<file path="config.mk">
export PLATFORM = sky130hd
export DESIGN_NAME = sipd_front
export DESIGN_NICKNAME = d
export VERILOG_FILES = /design/src/rtl/spatial_inertia_pd_check_top_macros.svh /design/src/rtl/sipd_pkg.sv /design/src/rtl/sipd_mul.sv /design/src/rtl/sipd_front.sv
export SDC_FILE = /design/constraint.sdc
export NUM_CORES = 2
export LEC_CHECK = 0
export CAP_MARGIN = 10
export CORE_ASPECT_RATIO = 1.2
export CORE_MARGIN = 10
export CORE_UTILIZATION = 55
export CTS_CLUSTER_SIZE = 14
export DETAILED_ROUTE_END_ITERATION = 10
export DONT_BUFFER_PORTS = 1
export HOLD_SLACK_MARGIN = 0.12
export PLACE_DENSITY = 0.77
export REMOVE_ABC_BUFFERS = 1
export SLEW_MARGIN = 10
export SYNTH_ARGS = -nofsm -noshare
export SYNTH_HDL_FRONTEND = slang
export SYNTH_SLANG_ARGS = --single-unit
</file>
<file path="constraint.sdc">
create_clock -name clk -period 63.4 [get_ports clk]
set_input_delay 3.17 -clock clk [delete_from_list [all_inputs] [get_ports clk]]
set_output_delay 3.17 -clock clk [all_outputs]
set_load 0.01 [all_outputs]
</file>
<file path="src/rtl/spatial_inertia_pd_check_top_macros.svh">
// Assertion macros for the inertia check block.
`ifndef SPATIAL_INERTIA_PD_CHECK_TOP_MACROS_SVH
`define SPATIAL_INERTIA_PD_CHECK_TOP_MACROS_SVH
`ifndef SYNTHESIS
`define SIPD_ASSERT_IMP(label, clk, rst_n, ante, cons) \
    label: assert property (@(posedge clk) disable iff (!rst_n) (ante) |-> (cons)) \
        else $error("%m: check failed");
`define SIPD_ASSERT_NXT(label, clk, rst_n, ante, cons) \
    label: assert property (@(posedge clk) disable iff (!rst_n) (ante) |=> (cons)) \
        else $error("%m: check failed");
`else
`define SIPD_ASSERT_IMP(label, clk, rst_n, ante, cons)
`define SIPD_ASSERT_NXT(label, clk, rst_n, ante, cons)
`endif
`endif

</file>
<file path="src/rtl/sipd_pkg.sv">
`timescale 1ns / 1ps
package sipd_pkg;
    localparam int DATA_WIDTH = 32;
    localparam int FRAC_BITS  = 16;
    localparam int DIM        = 6;
    localparam int NUM_LOW    = 21;
    localparam int IDX_W      = 5;
    localparam int QDEPTH     = 2;

    typedef logic signed [DATA_WIDTH-1:0] word_t;
    typedef word_t [NUM_LOW-1:0] mat_t;

    localparam word_t VMAX = {1'b0, {(DATA_WIDTH-1){1'b1}}};
    localparam word_t VMIN = {1'b1, {(DATA_WIDTH-1){1'b0}}};

    // lower-triangle packed index of (i, j), i >= j
    function automatic logic [IDX_W-1:0] tri_idx(input logic [2:0] i, input logic [2:0] j);
        logic [IDX_W-1:0] ii;
        ii = IDX_W'(i);
        return IDX_W'((ii * (ii + 1'b1)) >> 1) + IDX_W'(j);
    endfunction

    function automatic word_t sat_sub(input word_t a, input word_t b);
        logic signed [DATA_WIDTH:0] d;
        d = {a[DATA_WIDTH-1], a} - {b[DATA_WIDTH-1], b};
        if (d[DATA_WIDTH] != d[DATA_WIDTH-1])
            return d[DATA_WIDTH] ? VMIN : VMAX;
        return d[DATA_WIDTH-1:0];
    endfunction

    function automatic word_t sign_sat(input logic [2*DATA_WIDTH-1:0] m, input logic neg);
        if (neg)
            return (m >= (2*DATA_WIDTH)'(VMAX) + 1'b1) ? VMIN : word_t'(-m[DATA_WIDTH-1:0]);
        return (m >= (2*DATA_WIDTH)'(VMAX)) ? VMAX : word_t'(m[DATA_WIDTH-1:0]);
    endfunction

    function automatic logic [DATA_WIDTH-1:0] mag(input word_t a);
        return a[DATA_WIDTH-1] ? DATA_WIDTH'(-a) : DATA_WIDTH'(a);
    endfunction

    typedef struct packed {
        logic valid;
        mat_t mat;
    } job_t;
endpackage

</file>
<file path="src/rtl/sipd_mul.sv">
`timescale 1ns / 1ps
// Registered saturating fixed-point multiply: the product appears in the cycle after its operands.
module sipd_mul (
    input  logic clk,
    input  sipd_pkg::word_t a,
    input  sipd_pkg::word_t b,
    output sipd_pkg::word_t p
);
    import sipd_pkg::*;
    logic [2*DATA_WIDTH-1:0] prod;
    logic [2*DATA_WIDTH-1:0] sh;
    logic neg_reg;
    logic [2*DATA_WIDTH-1:0] prod_reg;
    assign prod = {{DATA_WIDTH{1'b0}}, mag(a)} * {{DATA_WIDTH{1'b0}}, mag(b)};
    always_ff @(posedge clk)
    begin
        prod_reg <= prod;
        neg_reg  <= a[DATA_WIDTH-1] ^ b[DATA_WIDTH-1];
    end
    assign sh = prod_reg >> FRAC_BITS;
    assign p = sign_sat(sh, neg_reg);
endmodule

</file>
<file path="src/rtl/sipd_front.sv">
`timescale 1ns / 1ps
// Front: take a request, form the cross block products, queue the matrix.
module sipd_front (
    input  logic clk,
    input  logic rst_n,
    input  logic start,
    output logic busy,
    input  sipd_pkg::word_t mass,
    input  sipd_pkg::word_t inertia_xx,
    input  sipd_pkg::word_t inertia_yx,
    input  sipd_pkg::word_t inertia_yy,
    input  sipd_pkg::word_t inertia_zx,
    input  sipd_pkg::word_t inertia_zy,
    input  sipd_pkg::word_t inertia_zz,
    input  sipd_pkg::word_t cg_x,
    input  sipd_pkg::word_t cg_y,
    input  sipd_pkg::word_t cg_z,
    input  logic pop,
    output sipd_pkg::job_t head
);
    import sipd_pkg::*;
    logic [1:0] step_reg;
    logic act_reg;
    mat_t m_reg;
    mat_t m_next;
    word_t cg_reg [3];
    word_t mul_b, p;
    job_t q_reg [QDEPTH];
    logic [1:0] cnt_reg;
    logic push;
    sipd_mul u_mul (.clk(clk), .a(m_reg[tri_idx(3'd3, 3'd3)]), .b(mul_b), .p(p));
    // step 3 only drains the last product; hold cg_z on the multiplier
    assign mul_b = cg_reg[(step_reg == 2'd3) ? 2'd2 : step_reg];
    assign busy = act_reg || cnt_reg == 2'(QDEPTH);
    assign push = act_reg && step_reg == 2'd3;
    assign head = q_reg[0];
    always_comb
    begin
        m_next = m_reg;
        if (start && !busy)
        begin
            m_next = '0;
            m_next[tri_idx(3'd0, 3'd0)] = inertia_xx;
            m_next[tri_idx(3'd1, 3'd0)] = inertia_yx;
            m_next[tri_idx(3'd1, 3'd1)] = inertia_yy;
            m_next[tri_idx(3'd2, 3'd0)] = inertia_zx;
            m_next[tri_idx(3'd2, 3'd1)] = inertia_zy;
            m_next[tri_idx(3'd2, 3'd2)] = inertia_zz;
            m_next[tri_idx(3'd3, 3'd3)] = mass;
            m_next[tri_idx(3'd4, 3'd4)] = mass;
            m_next[tri_idx(3'd5, 3'd5)] = mass;
        end
        else if (act_reg)
        begin
            unique case (step_reg)
                2'd1:
                begin
                    m_next[tri_idx(3'd4, 3'd2)] = p;
                    m_next[tri_idx(3'd5, 3'd1)] = sat_sub('0, p);
                end
                2'd2:
                begin
                    m_next[tri_idx(3'd5, 3'd0)] = p;
                    m_next[tri_idx(3'd3, 3'd2)] = sat_sub('0, p);
                end
                2'd3:
                begin
                    m_next[tri_idx(3'd3, 3'd1)] = p;
                    m_next[tri_idx(3'd4, 3'd0)] = sat_sub('0, p);
                end
                default: ;
            endcase
        end
    end
    always_ff @(posedge clk or negedge rst_n)
    begin
        if (!rst_n)
        begin
            act_reg <= 1'b0;
            step_reg <= '0;
            cnt_reg <= '0;
            for (int e = 0; e < QDEPTH; e++)
                q_reg[e].valid <= 1'b0;
        end
        else
        begin
            if (start && !busy)
            begin
                act_reg <= 1'b1;
                step_reg <= '0;
            end
            else if (act_reg)
            begin
                step_reg <= step_reg + 1'b1;
                if (push)
                    act_reg <= 1'b0;
            end
            // queue: shift on pop, append on push
            if (pop && !push)
            begin
                q_reg[0] <= q_reg[1];
                q_reg[1].valid <= 1'b0;
                cnt_reg <= cnt_reg - 1'b1;
            end
            else if (push && !pop)
            begin
                if (cnt_reg == 2'd0)
                    q_reg[0] <= '{valid: 1'b1, mat: m_next};
                else
                    q_reg[1] <= '{valid: 1'b1, mat: m_next};
                cnt_reg <= cnt_reg + 1'b1;
            end
            else if (push && pop)
            begin
                if (cnt_reg == 2'd1)
                    q_reg[0] <= '{valid: 1'b1, mat: m_next};
                else
                begin
                    q_reg[0] <= q_reg[1];
                    q_reg[1] <= '{valid: 1'b1, mat: m_next};
                end
            end
        end
    end
    always_ff @(posedge clk)
    begin
        m_reg <= m_next;
        if (start && !busy)
        begin
            cg_reg[0] <= cg_x;
            cg_reg[1] <= cg_y;
            cg_reg[2] <= cg_z;
        end
    end
endmodule

</file>
==> results.md <==
- The flow ran to the end, and the final reports show no timing, DRC or antenna violations.
- The worst hold-check path type is flop to flop.
- The post-layout instance area is 0.120 mm^2.
- After Yosys synthesis, XOR and XNOR cells account for roughly 1.4% of the synthesized area.
- The highest net fanout along the worst path is 34.
- The number of remaining DRC errors is 0.
- In this run the tool buffered the top-level ports with 0 buffer cells.
- The top cell type by total area after synthesis is edfxtp_1.
- The share of cell area taken by muxes after synthesis is 2.95%.
- The congestion estimate from routability-driven global placement came to 0.967.
- The filler-free cell count of the finished design is 12,500.
- The average footprint of a synthesized cell is 11.1 um^2.
- The maximum number of buffers from clock root to sink is 3.
- The post-placement cell count is 12,100.
- By instance count, the cell type seen most on the critical path is fa_1.
- Across all hold checks on the routed design, the worst slack comes to 0.467 ns.
- Once the floorplan was initialized, standard cells occupied 55.3% of the core.
- Leaving out fill and tap cells, the most frequent cell in the layout is nand2_1.
- Across the run, the number of max-cap violations was 0.
- The synthesized netlist devotes between 10% and 20% of its cell area to adder and majority cells.
- Between clock sinks in the finished design, the worst skew comes to 0.0933 ns.
- The maximum clock frequency is approximately 0.08 GHz.
- The startpoint type of the worst setup path is a flop.
- In the layout the commonest cells are nand2_1 (2,347), edfxtp_1 (1,440), inv_1 (976).
- The core region area is 0.207 mm^2.
- The die area is 0.227 mm^2.
- The x dimension of the die is 437 um.
- Setup violations remaining at the end of the flow were counted as 0.
- The buffer type at the clock tree root is clkbuf_16.
- Clock-pin slew was measured on the worst setup and hold paths at 0.06 ns.
- The maximum level of the CTS H-tree is 4.
- For this run, the slowest stage of the critical path takes 0.94 ns.
- The clock sink total is 2,168.
- The final layout contains routed wiring with a total length of around 310,000 um.
- Entering global routing, the biggest net connects 184 pins.
- The leading register cell type out of synthesis is edfxtp_1.
- The dominant combinational cell family by area after synthesis is adder cells.
- The fraction of final layout cells with drive strength greater than 1 is 8.27%.
- The instance area after placement is 0.113 mm^2.
- The cell count after synthesis is 10,300.
- The final net count is 11,000.
- The remaining antenna violation count after routing is 0.
- The number of warnings issued by yosys is 0.
- The standard-cell row count is 183.
- TritonCTS built the clock tree.
- The synthesized-area fraction occupied by ao, oa, aoi and oai cells is under 10%.
- The share of synthesized flip-flops with an asynchronous set or reset is less than 1%.
- After synthesis the cells add up to 0.115 mm^2.
- The first global-routing pass estimated 462,000 um of wire.
- The largest individual stage delay along the critical path comes from the cell nor3_1.
- In the final routed layout, each cell accounts on average for 24.9 um.
- The placed wire-length estimate is 219,000 um.
- The die is roughly 520 um tall.
- The worst pin sits at a relative slew slack of 12.3%.
- After synthesis, the largest area contributor takes up ~38% of total cell area.
- The routed layout has 71,100 vias.
- The aggregate global routing overflow is 0.
- The kind of end point of the critical path is a flop.
- The post-cts gate resize count is 0.
- The first routing iteration left 7,043 violations.
- The I/O pin count is 998.
- The count of endpoints failing hold in the final timing report is 0.
- In the final timing run, aggregate negative setup slack is 0 ns.
- The hold-fix buffer count after cts is 0.
- The clock buffer count from CTS is 199.
- The area growth from synthesis to layout is 4.49%.
- The fraction of the mapped netlist area in simple logic gates is 12.8%.
- After layout, the worst path uses 19.8% of the clock period.
- The synthesized design contains 1,440 enable-type register cells.
- The number of antenna violations at the first check in global routing came to 44.
- After synthesis the netlist holds a flip-flop and latch count of ~2,200.
- In the routed layout, each cell is associated on average with a via count of 5.70.
- At the pin with the least slew margin, the transition time is around 1.3 ns.
- The critical path is of the flop to flop type.
- The endpoint required time on the critical path is 64.09 ns.
- The max-slew violation count is 0.
- Ranked by total cell area, the synthesized netlist is headed by edfxtp_1 (38%), fa_1 (16%), dfxtp_1 (13%), nand2_1 (7.7%), buf_4 (4.4%).
- Summing the sequential cell areas from Yosys gives 50.5% of the chip area.
- The post-layout minimum cycle time is 12.55 ns.
- The arrival time of data at the critical path endpoint is 13.24 ns.
- The setup slack of the most critical reg-to-reg path is ~51 ns.
- The global router's overall resource usage is 26.6%.
- The count of unique library cells instantiated by Yosys is 92.
- The first detailed-routing pass took 6 iterations.
- Setup repair after global routing left no endpoint under its margin.
- The number of buffers added for setup after CTS is 0.
- The later pin in the worst-skew pair is clocked with a latency of 0.89 ns.
- The number of global-route vias before repair is ~73,000.
-- Yosys cell counts, types with 42 or more instances --
master	instances
ha_1	275
o31ai_1	98
fa_1	895
xor2_1	75
mux2_2	248
buf_4	675
dfxtp_1	721
nor2_1	701
a21oi_1	195
nand2_1	2351
inv_1	977
a21o_1	127
clkbuf_1	430
nand4_1	42
o21ai_0	106
xnor2_1	109
edfxtp_1	1440
and3_1	48
mux2i_1	59
and2_1	231
-- final cells by class --
class / count / area [um^2]
clock inverter: 80 / 967
fill: 16300 / 87400
tap: 2775 / 3470
multi-input combinational: 5989 / 46900
sequential: 2168 / 57900
clock buffer: 294 / 5650
timing repair buffer: 155 / 1240
antenna: 31 / 77.6
inverter: 978 / 3680
-- critical path, delay by kind of cell (launching register included) --
| kind | cells | cell delay [ns] |
|---|---|---|
| AND/OR/NAND/NOR | 10 | 3.95 |
| XOR/XNOR | 1 | 0.13 |
| AO/OA/AOI/OAI | 8 | 1.62 |
| multiplexers | 2 | 0.96 |
| adder cells (fa/ha/maj) | 10 | 4.46 |
| flip-flops | 1 | 0.49 |
| buffers and inverters | 4 | 0.78 |
-- worst paths after layout --
check                      cells after the start                         end               startpoint
hold / removal                                 1          m_reg[653]$_DFF_P_       m_reg[653]$_DFF_P_
setup reg to reg                              35  u_mul.prod_reg[60]$_DFF_P_  step_reg[1]$_DFFE_PN0P_
min in group asynchronous                      0           act_reg$_DFF_PN0_                    rst_n
setup / recovery                              35  u_mul.prod_reg[60]$_DFF_P_  step_reg[1]$_DFFE_PN0P_
hold reg to reg                                1          m_reg[653]$_DFF_P_       m_reg[653]$_DFF_P_
max in group asynchronous                      0     step_reg[1]$_DFFE_PN0P_                    rst_n
-- metal layers --
| metal | track usage (%) | wire (um) |
|---|---|---|
| met1 | 32.5 | 112000 |
| met2 | 42.6 | 146000 |
| met3 | 7.88 | 32400 |
| met4 | 14.2 | 19300 |
| met5 | 0 | 202 |
-- stage by stage --
stage | utilization, % | setup slack [ns]
6_report | 57.8 | 50.85
5_1_grt | 57.8 | 50.47
3_3_place_gp | 54.6 | 51.38
3_5_place_dp | 54.6 | 51.05
2_1_floorplan | - | 8.83
4_1_cts | 57.8 | 51.05
-- cells by family after synthesis --
logic type                 Yosys count
and+or+nand+nor                   3548
DFF                               2168
buffers and inverters             2130
adders and majority gates         1170
AOI/OAI and AO/OA                  780
muxes                              307
xor gates and xnor gates           184
Power is not shown: default switching activity piles up to over one toggle a cycle in this logic, so the estimate is an artifact.
